**src/hw/rtl/ffba_pkg.sv**
```systemverilog
package ffba_pkg;

   localparam int MAX_BLOCKS  = 64;
   localparam int IDX_W       = 6;   // block index
   localparam int CNT_W       = 7;   // block counts 0..MAX_BLOCKS
   localparam int BYTES_W     = 15;
   localparam int BYTE_SHIFT  = 8;   // 256-byte blocks
   localparam int NEED_W      = BYTES_W - BYTE_SHIFT + 1;
   localparam int MAX_RESULTS = 32;
   localparam int RES_IDX_W   = 5;
   localparam int RES_CNT_W   = 6;

   localparam logic CMD_ALLOC = 1'b0;
   localparam logic CMD_FREE  = 1'b1;

   localparam logic STATUS_OK       = 1'b0;
   localparam logic STATUS_NO_SPACE = 1'b1;

   typedef struct packed {
      logic               command;
      logic [BYTES_W-1:0] file_bytes;
      logic [IDX_W-1:0]   run_start;
      logic [CNT_W-1:0]   run_length;
   } ffba_req_type;

   typedef struct packed {
      logic             status;
      logic [IDX_W-1:0] chunk_start;
      logic [CNT_W-1:0] chunk_length;
      logic             last;
      logic [CNT_W-1:0] free_left;
   } ffba_rsp_type;

   typedef struct packed {
      logic [IDX_W-1:0] start;
      logic [CNT_W-1:0] length;
   } ffba_chunk_type;

   // bitmap write port from the sequencer, one block per cycle
   typedef struct packed {
      logic             wr_en;
      logic [IDX_W-1:0] wr_idx;
      logic             wr_used;
   } ffba_map_ctl_type;

endpackage

```
**src/hw/rtl/ffba_bitmap.sv**
```systemverilog
module ffba_bitmap (
   input  logic                       clock,
   input  ffba_pkg::ffba_map_ctl_type ctl,
   input  logic [ffba_pkg::IDX_W-1:0] rd_idx,
   output logic                       rd_used
);
   import ffba_pkg::*;

   logic used_mem [MAX_BLOCKS];
   logic rd_used_ff;

   always_ff @(posedge clock) begin
      if (ctl.wr_en) begin
         used_mem[ctl.wr_idx] <= ctl.wr_used;
      end
      rd_used_ff <= used_mem[rd_idx];
   end

   assign rd_used = rd_used_ff;

endmodule

```
**src/hw/rtl/ffba_chunk_buf.sv**
```systemverilog
module ffba_chunk_buf (
   input  logic                           clock,
   input  logic                           wr_en,
   input  logic [ffba_pkg::RES_IDX_W-1:0] wr_addr,
   input  ffba_pkg::ffba_chunk_type       wr_data,
   input  logic [ffba_pkg::RES_IDX_W-1:0] rd_addr,
   output ffba_pkg::ffba_chunk_type       rd_data
);
   import ffba_pkg::*;

   ffba_chunk_type mem [MAX_RESULTS];
   ffba_chunk_type rd_data_ff;

   always_ff @(posedge clock) begin
      if (wr_en) begin
         mem[wr_addr] <= wr_data;
      end
      rd_data_ff <= mem[rd_addr];
   end

   assign rd_data = rd_data_ff;

endmodule

```
**src/hw/rtl/first_fit_block_allocator_core.sv**
```systemverilog
// Allocate: scans one block per cycle up to the last block taken, the store end or the chunk
// limit, then a count/commit pass over the N live blocks (N = live block count), then one
// response per chunk. Free: the count/commit pass, then one response. No space: the scan and
// the count pass, then one response. One request at a time; the next is taken in the cycle
// the last response is out.
// Reset (synchronous): clearing pass with busy high, all blocks free, block count 64.
module first_fit_block_allocator_core (
   input  logic                         clock,
   input  logic                         reset,
   input  logic                         start,
   output logic                         busy,
   input  ffba_pkg::ffba_req_type       req_data,
   output logic                         rsp_valid,
   output ffba_pkg::ffba_rsp_type       rsp_data,
   input  logic                         csr_we,
   input  logic [ffba_pkg::CNT_W-1:0]   csr_wdata
);
   import ffba_pkg::*;

   localparam logic [2:0] ST_IDLE  = 3'd0;
   localparam logic [2:0] ST_ALLOC = 3'd1;
   localparam logic [2:0] ST_CLEAR = 3'd2;
   localparam logic [2:0] ST_COUNT = 3'd3;
   localparam logic [2:0] ST_EMIT  = 3'd4;

   logic [2:0]           state_ff, state_in;
   logic [CNT_W-1:0]     blocks_ff;        // block count register
   logic [CNT_W-1:0]     pos_ff, pos_in;   // shared block index
   logic [CNT_W-1:0]     lo_ff, lo_in;     // write-back region [lo, hi)
   logic [CNT_W-1:0]     hi_ff, hi_in;
   logic                 mark_ff, mark_in; // value written over the region
   logic [NEED_W-1:0]    need_ff, need_in;
   logic                 in_run_ff, in_run_in;
   logic [IDX_W-1:0]     cstart_ff, cstart_in;
   logic [CNT_W-1:0]     clen_ff, clen_in;
   logic [RES_CNT_W-1:0] chunks_ff, chunks_in;
   logic                 fail_ff, fail_in;
   logic                 single_ff, single_in;  // free or failed alloc: one response
   logic [CNT_W-1:0]     cnt_ff, cnt_in;        // free-block count
   logic [RES_IDX_W-1:0] emit_ff, emit_in;
   logic                 rsp_valid_ff, rsp_valid_in;
   ffba_rsp_type         rsp_ff, rsp_in;

   ffba_map_ctl_type     map_ctl;
   logic                 map_used;
   logic                 cbuf_we;
   ffba_chunk_type       cbuf_wdata;
   logic [RES_IDX_W-1:0] cbuf_raddr;
   ffba_chunk_type       cbuf_rdata;

   logic [CNT_W-1:0]     live_n;
   logic [CNT_W-1:0]     pos_inc;
   logic [NEED_W-1:0]    need_req;
   logic [CNT_W:0]       free_sum;
   logic [CNT_W-1:0]     free_end;
   logic [IDX_W-1:0]     run_s;
   logic [CNT_W-1:0]     run_l;
   logic                 in_region;
   logic                 blk_used;

   // bitmap read is registered: the address is the next index, so the
   // data in a cycle always belongs to pos_ff
   ffba_bitmap u_bitmap (
      .clock   (clock),
      .ctl     (map_ctl),
      .rd_idx  (pos_in[IDX_W-1:0]),
      .rd_used (map_used)
   );

   ffba_chunk_buf u_chunk_buf (
      .clock   (clock),
      .wr_en   (cbuf_we),
      .wr_addr (chunks_ff[RES_IDX_W-1:0]),
      .wr_data (cbuf_wdata),
      .rd_addr (cbuf_raddr),
      .rd_data (cbuf_rdata)
   );

   // effective block count: 0 acts as 1, above the store size clamps
   always_comb begin
      if (blocks_ff == '0) begin
         live_n = CNT_W'(1);
      end else if (blocks_ff > CNT_W'(MAX_BLOCKS)) begin
         live_n = CNT_W'(MAX_BLOCKS);
      end else begin
         live_n = blocks_ff;
      end
   end

   // blocks needed: ceil(bytes / 256), at least one
   always_comb begin
      need_req = NEED_W'(req_data.file_bytes >> BYTE_SHIFT)
               + NEED_W'(|req_data.file_bytes[BYTE_SHIFT-1:0]);
      if (need_req == '0) begin
         need_req = NEED_W'(1);
      end
   end

   // free run clamped to the live blocks
   always_comb begin
      free_sum = (CNT_W+1)'(req_data.run_start) + (CNT_W+1)'(req_data.run_length);
      if (free_sum > (CNT_W+1)'(live_n)) begin
         free_end = live_n;
      end else begin
         free_end = free_sum[CNT_W-1:0];
      end
   end

   assign pos_inc = pos_ff + CNT_W'(1);
   assign run_s   = in_run_ff ? cstart_ff : pos_ff[IDX_W-1:0];
   assign run_l   = in_run_ff ? clen_ff + CNT_W'(1) : CNT_W'(1);

   // count pass: blocks inside the write-back region take the new value
   assign in_region = (pos_ff >= lo_ff) && (pos_ff < hi_ff);
   assign blk_used  = in_region ? mark_ff : map_used;

   // chunk buffer read runs one ahead of the emit index
   assign cbuf_raddr = (state_ff == ST_EMIT) ? emit_ff + RES_IDX_W'(1) : '0;

   always_comb begin
      state_in     = state_ff;
      pos_in       = pos_ff;
      lo_in        = lo_ff;
      hi_in        = hi_ff;
      mark_in      = mark_ff;
      need_in      = need_ff;
      in_run_in    = in_run_ff;
      cstart_in    = cstart_ff;
      clen_in      = clen_ff;
      chunks_in    = chunks_ff;
      fail_in      = fail_ff;
      single_in    = single_ff;
      cnt_in       = cnt_ff;
      emit_in      = emit_ff;
      rsp_valid_in = 1'b0;
      rsp_in       = rsp_ff;
      map_ctl      = '0;
      cbuf_we      = 1'b0;
      cbuf_wdata   = '0;

      unique case (state_ff)
         ST_CLEAR: begin
            // after reset: mark every block free, one per cycle
            map_ctl.wr_en   = 1'b1;
            map_ctl.wr_idx  = pos_ff[IDX_W-1:0];
            map_ctl.wr_used = 1'b0;
            pos_in          = pos_inc;
            if (pos_inc == CNT_W'(MAX_BLOCKS)) begin
               state_in = ST_IDLE;
               pos_in   = '0;
            end
         end

         ST_IDLE: begin
            if (start) begin
               fail_in   = 1'b0;
               chunks_in = '0;
               in_run_in = 1'b0;
               cnt_in    = '0;
               pos_in    = '0;
               if (req_data.command == CMD_FREE) begin
                  // the run is cleared during the count pass; empty if start >= end
                  single_in = 1'b1;
                  lo_in     = CNT_W'(req_data.run_start);
                  hi_in     = free_end;
                  mark_in   = 1'b0;
                  state_in  = ST_COUNT;
               end else begin
                  single_in = 1'b0;
                  need_in   = need_req;
                  state_in  = ST_ALLOC;
               end
            end
         end

         ST_ALLOC: begin
            pos_in = pos_inc;
            if (!map_used) begin
               if (!in_run_ff && (chunks_ff == RES_CNT_W'(MAX_RESULTS))) begin
                  // a new chunk would exceed the response limit
                  fail_in = 1'b1;
               end else begin
                  in_run_in = 1'b1;
                  cstart_in = run_s;
                  clen_in   = run_l;
                  need_in   = need_ff - NEED_W'(1);
                  if (need_ff == NEED_W'(1)) begin
                     // every block below pos_inc is now taken
                     cbuf_we           = 1'b1;
                     cbuf_wdata.start  = run_s;
                     cbuf_wdata.length = run_l;
                     chunks_in         = chunks_ff + RES_CNT_W'(1);
                     lo_in             = '0;
                     hi_in             = pos_inc;
                     mark_in           = 1'b1;
                     state_in          = ST_COUNT;
                     pos_in            = '0;
                  end else if (pos_inc == live_n) begin
                     fail_in = 1'b1;
                  end
               end
            end else begin
               if (in_run_ff) begin
                  cbuf_we           = 1'b1;
                  cbuf_wdata.start  = cstart_ff;
                  cbuf_wdata.length = clen_ff;
                  chunks_in         = chunks_ff + RES_CNT_W'(1);
                  in_run_in         = 1'b0;
               end
               if (pos_inc == live_n) begin
                  fail_in = 1'b1;
               end
            end
            if (fail_in) begin
               // empty write-back region: the map is left untouched
               single_in = 1'b1;
               lo_in     = '0;
               hi_in     = '0;
               state_in  = ST_COUNT;
               pos_in    = '0;
            end
         end

         ST_COUNT: begin
            if (in_region) begin
               map_ctl.wr_en   = 1'b1;
               map_ctl.wr_idx  = pos_ff[IDX_W-1:0];
               map_ctl.wr_used = mark_ff;
            end
            cnt_in = cnt_ff + CNT_W'(!blk_used);
            pos_in = pos_inc;
            if (pos_inc == live_n) begin
               if (single_ff) begin
                  rsp_valid_in        = 1'b1;
                  rsp_in.status       = fail_ff ? STATUS_NO_SPACE : STATUS_OK;
                  rsp_in.chunk_start  = '0;
                  rsp_in.chunk_length = '0;
                  rsp_in.last         = 1'b1;
                  rsp_in.free_left    = cnt_in;
                  state_in            = ST_IDLE;
               end else begin
                  emit_in  = '0;
                  state_in = ST_EMIT;
               end
            end
         end

         ST_EMIT: begin
            rsp_valid_in        = 1'b1;
            rsp_in.status       = STATUS_OK;
            rsp_in.chunk_start  = cbuf_rdata.start;
            rsp_in.chunk_length = cbuf_rdata.length;
            rsp_in.last         = (RES_CNT_W'(emit_ff) + RES_CNT_W'(1)) == chunks_ff;
            rsp_in.free_left    = cnt_ff;
            emit_in             = emit_ff + RES_IDX_W'(1);
            if (rsp_in.last) begin
               state_in = ST_IDLE;
            end
         end

         default: begin
            state_in = ST_IDLE;
         end
      endcase
   end

   always_ff @(posedge clock) begin
      if (reset) begin
         state_ff     <= ST_CLEAR;
         blocks_ff    <= CNT_W'(MAX_BLOCKS);
         rsp_valid_ff <= 1'b0;
         pos_ff       <= '0;
         chunks_ff    <= '0;
         in_run_ff    <= 1'b0;
         fail_ff      <= 1'b0;
         single_ff    <= 1'b0;
         emit_ff      <= '0;
      end else begin
         state_ff     <= state_in;
         rsp_valid_ff <= rsp_valid_in;
         pos_ff       <= pos_in;
         chunks_ff    <= chunks_in;
         in_run_ff    <= in_run_in;
         fail_ff      <= fail_in;
         single_ff    <= single_in;
         emit_ff      <= emit_in;
         if (csr_we) begin
            blocks_ff <= csr_wdata;
         end
      end
   end

   // datapath registers, no reset
   always_ff @(posedge clock) begin
      lo_ff     <= lo_in;
      hi_ff     <= hi_in;
      mark_ff   <= mark_in;
      need_ff   <= need_in;
      cstart_ff <= cstart_in;
      clen_ff   <= clen_in;
      cnt_ff    <= cnt_in;
      rsp_ff    <= rsp_in;
   end

   assign busy      = (state_ff != ST_IDLE);
   assign rsp_valid = rsp_valid_ff;
   assign rsp_data  = rsp_ff;

endmodule
```
**config.mk**
```make
export PLATFORM = sky130hd
export DESIGN_NAME = first_fit_block_allocator_core
export DESIGN_NICKNAME = d
export VERILOG_FILES = /design/src/hw/rtl/ffba_pkg.sv /design/src/hw/rtl/ffba_bitmap.sv /design/src/hw/rtl/ffba_chunk_buf.sv /design/src/hw/rtl/first_fit_block_allocator_core.sv
export SDC_FILE = /design/constraint.sdc
export NUM_CORES = 1
export LEC_CHECK = 0
export BUFFER_PORTS_ARGS = -buffer_cell sky130_fd_sc_hd__clkbuf_2
export CORE_ASPECT_RATIO = 1.75
export CORE_MARGIN = 8
export CORE_UTILIZATION = 55
export DETAILED_ROUTE_END_ITERATION = 16
export GPL_TIMING_DRIVEN = 0
export PLACE_DENSITY = 0.71
export SLEW_MARGIN = 10
export SYNTH_ARGS = -nofsm -noshare
export SYNTH_HDL_FRONTEND = slang
export SYNTH_HIERARCHICAL = 1
export SYNTH_SLANG_ARGS = --single-unit
export TNS_END_PERCENT = 1
```
**constraint.sdc**
```tcl
create_clock -name clock -period 4.6 [get_ports clock]
set_input_delay 0.69 -clock clock [delete_from_list [all_inputs] [get_ports clock]]
set_output_delay 0.69 -clock clock [all_outputs]
set_load 0.05 [all_outputs]
```
==> flow_summary.rst <==
.. list-table::
   :header-rows: 1

   * - Metric
     - Value
   * - Leading cell type in the layout, fill and taps excluded
     - sky130_fd_sc_hd__edfxtp_1
   * - Total Routed Length
     - between 60 and 70 mm
   * - Primary flip-flop cell chosen by synthesis mapping
     - sky130_fd_sc_hd__edfxtp_1
   * - Remaining Overflow, GRT
     - 0
   * - Site row count
     - ~110
   * - First element of the critical path
     - need_ff[2]$_DFFE_PP_
   * - Kind of start point of the critical path
     - flip-flop
   * - Worst clock skew on the final layout
     - 0.03233 ns
   * - Largest net degree at the start of global routing
     - 57
   * - Maximum fanout along the worst path
     - 13
   * - YS warnings
     - 6
   * - Clock latency on the worst-skew pair
     - roughly 0.59 ns
   * - Final slew viol count
     - 0
   * - Buffer cell driving the clock tree root
     - sky130_fd_sc_hd__clkbuf_16
   * - Status
     - finished, violations left
   * - Final Hold Viols
     - 0
   * - Combined area of all synthesized cells
     - between 0.02 and 0.03 mm2
   * - Die height
     - slightly above 300 um
   * - Number of buffer cells added on primary ports
     - 62
   * - Max rail drop VDD
     - between 300 and 400 uV
   * - Largest cells by area after synthesis
     - sky130_fd_sc_hd__edfxtp_1 (63%), sky130_fd_sc_hd__mux2i_1 (8.9%), sky130_fd_sc_hd__dfxtp_1 (3.6%), sky130_fd_sc_hd__nor2_1 (2.3%), sky130_fd_sc_hd__ha_1 (1.7%)
   * - Kind of critical path
     - flip-flop to flip-flop
   * - Synth area leader
     - sky130_fd_sc_hd__edfxtp_1
   * - CTS tree
     - built
   * - Wire length of the first global-routing pass
     - 94.94 mm
   * - Die outline area
     - 0.05445 mm2
   * - Power density over cell area
     - 356.8 mW/mm2
   * - Async set-reset flop share out of synthesis
     - 0%
   * - Detailed-route via count
     - 15.66k
   * - Post-layout min period
     - between 4 and 5 ns
   * - Routed len/inst
     - 24.48 um
   * - Worst hold slack
     - between 0.3 and 0.4 ns
   * - Clk sinks
     - 590
   * - Clock buffer depth
     - 3
   * - Count of distinct cell types in the synthesized netlist
     - 73
   * - Horiz. Die Dim
     - 179.9 um
   * - Final worst path period share
     - 105.0%
   * - Path class of the lowest-slack min-delay path
     - primary input to flip-flop
   * - Area inside the core boundary
     - between 0.04 and 0.05 mm2
   * - Cell area after placement
     - 0.02733 mm2
   * - Count of flip-flops with a built-in enable after synthesis
     - 544
   * - Most frequent cells in the layout
     - sky130_fd_sc_hd__edfxtp_1 (544), sky130_fd_sc_hd__mux2i_1 (230), sky130_fd_sc_hd__nor2_1 (126)
   * - Fraction of final layout cells sized beyond drive strength 1
     - 14.08%
   * - Avg Vias per Cell
     - 6.079
   * - Data arrival, critical path
     - 5.03 ns
   * - Number of antenna violations at the first check in global routing
     - 0
   * - Endpoints failing setup
     - 68
   * - Post-layout worst setup margin
     - -0.2283 ns
   * - Layout area overhead
     - 12.34%
   * - WP data required
     - 4.80 ns
   * - Starting Density
     - a little under three fifths
   * - Sequential fraction of the synthesis area
     - 66.78%
   * - Measured slew at the worst slew-check pin
     - ~1.3 ns
   * - Relative slew slack
     - 14.77%
   * - P_leak
     - 9.581 nW
   * - RSZ-0062 raised after global routing
     - true
   * - Violation count after the first detailed-routing iteration
     - between 1k and 1.5k
   * - Violated checks
     - negative setup slack
   * - Amount of wire on met3 after detailed routing
     - around 3.1 mm
   * - Top-area cell type share of the netlist area
     - 63.22%
   * - Start of the worst register-to-register path
     - need_ff[2]$_DFFE_PP_
   * - Pre-antenna DRT Iters
     - 5
   * - Post-Syn Area per Cell
     - 14.23 um2
   * - Post-detailed-route count of antenna-violating nets
     - 0
   * - Number of nets in the finished design
     - 2022
   * - Routability congestion estimate
     - 0.9229
   * - Number of CTS-inserted buffers
     - 51
   * - Number of buffers added for setup after CTS
     - 0
   * - Synthesized instance count
     - ~1.8k
   * - Global-route total usage across every layer
     - between 20% and 30%
   * - # IOs
     - 64
   * - Startpoint of the most critical hold path
     - csr_wdata[6]
   * - Wire length on met1
     - about 21 mm
   * - DRC errors left
     - 0
   * - Endpoint class of the critical path
     - flip-flop
   * - Clock transition at the registers of the reported paths
     - 0.06 ns
   * - Non-filler instance count after layout
     - roughly 2.6k
   * - Highest layer used for signal routing
     - met4
   * - Final std cell area, no fill
     - between 0.02 and 0.03 mm2
   * - Register bit total from synthesis
     - 590
   * - Met2 Wirelength
     - around 34 mm
   * - CTS H-tree lvls
     - 2
   * - Achievable frequency
     - 207.1 MHz
   * - Post-DP HPWL
     - 44.99 mm
   * - Antenna diode count
     - 0
   * - Net count after synthesis
     - 1893
   * - Total placed cells including tap cells
     - 2480
   * - Maximum Capacitance Violations
     - 0
   * - Number of global-route vias before repair
     - 16.26k
report_power, final:
part	switching [mW]	internal [mW]
registers	0.0130	5.79
clock network	1.86	2.35
logic	0.206	0.145
worst max-delay path: stages (launching register included):
cell                       delay [ns]
sky130_fd_sc_hd__edfxtp_1        0.46
sky130_fd_sc_hd__or4_4           0.60
sky130_fd_sc_hd__nor4b_1         0.72
sky130_fd_sc_hd__nand2_1         0.42
sky130_fd_sc_hd__o21ai_0         0.37
sky130_fd_sc_hd__or3b_2          0.49
sky130_fd_sc_hd__clkbuf_1        0.36
sky130_fd_sc_hd__nor2_1          1.02
timing repair:
action,in CTS,in global routing
hold buffers,0,0
gates resized for setup,5,21
cloned,0,0
setup endpoints to repair,202,318
endpoints found under the hold margin,0,0
kinds of logic after synthesis:
| logic type | Yosys count | share of synthesized area (%) |
|---|---|---|
| simple gates | 497 | 9.321 |
| mux | 249 | 10.51 |
| flops | 590 | 66.78 |
| fa+ha+maj | 37 | 1.821 |
| compound gates | 256 | 6.726 |
| buf+inv | 136 | 3.065 |
| xor+xnor | 51 | 1.782 |
metal layers:
| metal | vias up | track usage [%] |
|---|---|---|
| li1 | 7158 | - |
| met1 | 7731 | 22.08 |
| met2 | 555 | 44.14 |
| met3 | 216 | 3.620 |
| met4 | 0 | 16.31 |
| met5 | - | 0 |
sequential cells by signal, indices dropped and copies added (netlist names), 7 cells and up:
name and count:
blocks_ff 7, hi_ff 7, cnt_ff 7, u_chunk_buf/mem 416, pos_ff 7, u_bitmap/used_mem 64, rsp_data 22, u_chunk_buf/rd_data 13
need_ff 8, clen_ff 7
cells in the mapped netlist, drive strengths merged, types with 17 or more instances:
cell	number
dfxtp	46
a22oi	58
ha	36
nand3	59
nand2	108
edfxtp	544
inv	36
buf	50
xnor2	33
nor3	30
mux2i	230
o21ai	29
a21oi	68
nand4	17
a22o	27
nor2	161
nor2b	20
and3	27
xor2	17
clkbuf	50
metrics by stage:
step           setup TNS [ns]  total power [mW]  worst slack [ns]  utilization [%]
2_1_floorplan               0             6.154            0.5116                -
3_3_place_gp          -579.81             6.251            -2.542            57.65
3_5_place_dp           -9.507             6.264           -0.1479            58.59
4_1_cts                -12.36             10.42           -0.1912            62.14
5_1_grt                -24.16             10.65           -0.3346            62.24
6_report               -11.98             10.36           -0.2283            62.24
path summary, 6_finish.rpt:
kind                                                    endpoint  slack (ns)  cells after the start
worst max register to register  u_chunk_buf/mem[12][4]$_DFFE_PP_       -0.23                      7
worst min-delay path                   blocks_ff[6]$_SDFFE_PP1P_        0.34                      3
worst max-delay path            u_chunk_buf/mem[12][4]$_DFFE_PP_       -0.23                      7
worst min register to register              fail_ff$_SDFFE_PP0P_        0.51                      2
final cells by class:
class,instances,area [um2]
multi-input combinational,1090,8001
inverter,36,135.1
fill,3427,17610
buffer,100,660.6
sequential,590,17260
clock buffer,75,1438
timing repair buffer,76,596.8
tap,588,735.7
clock inverter,21,203.9
(Power assumes the default switching activity.)
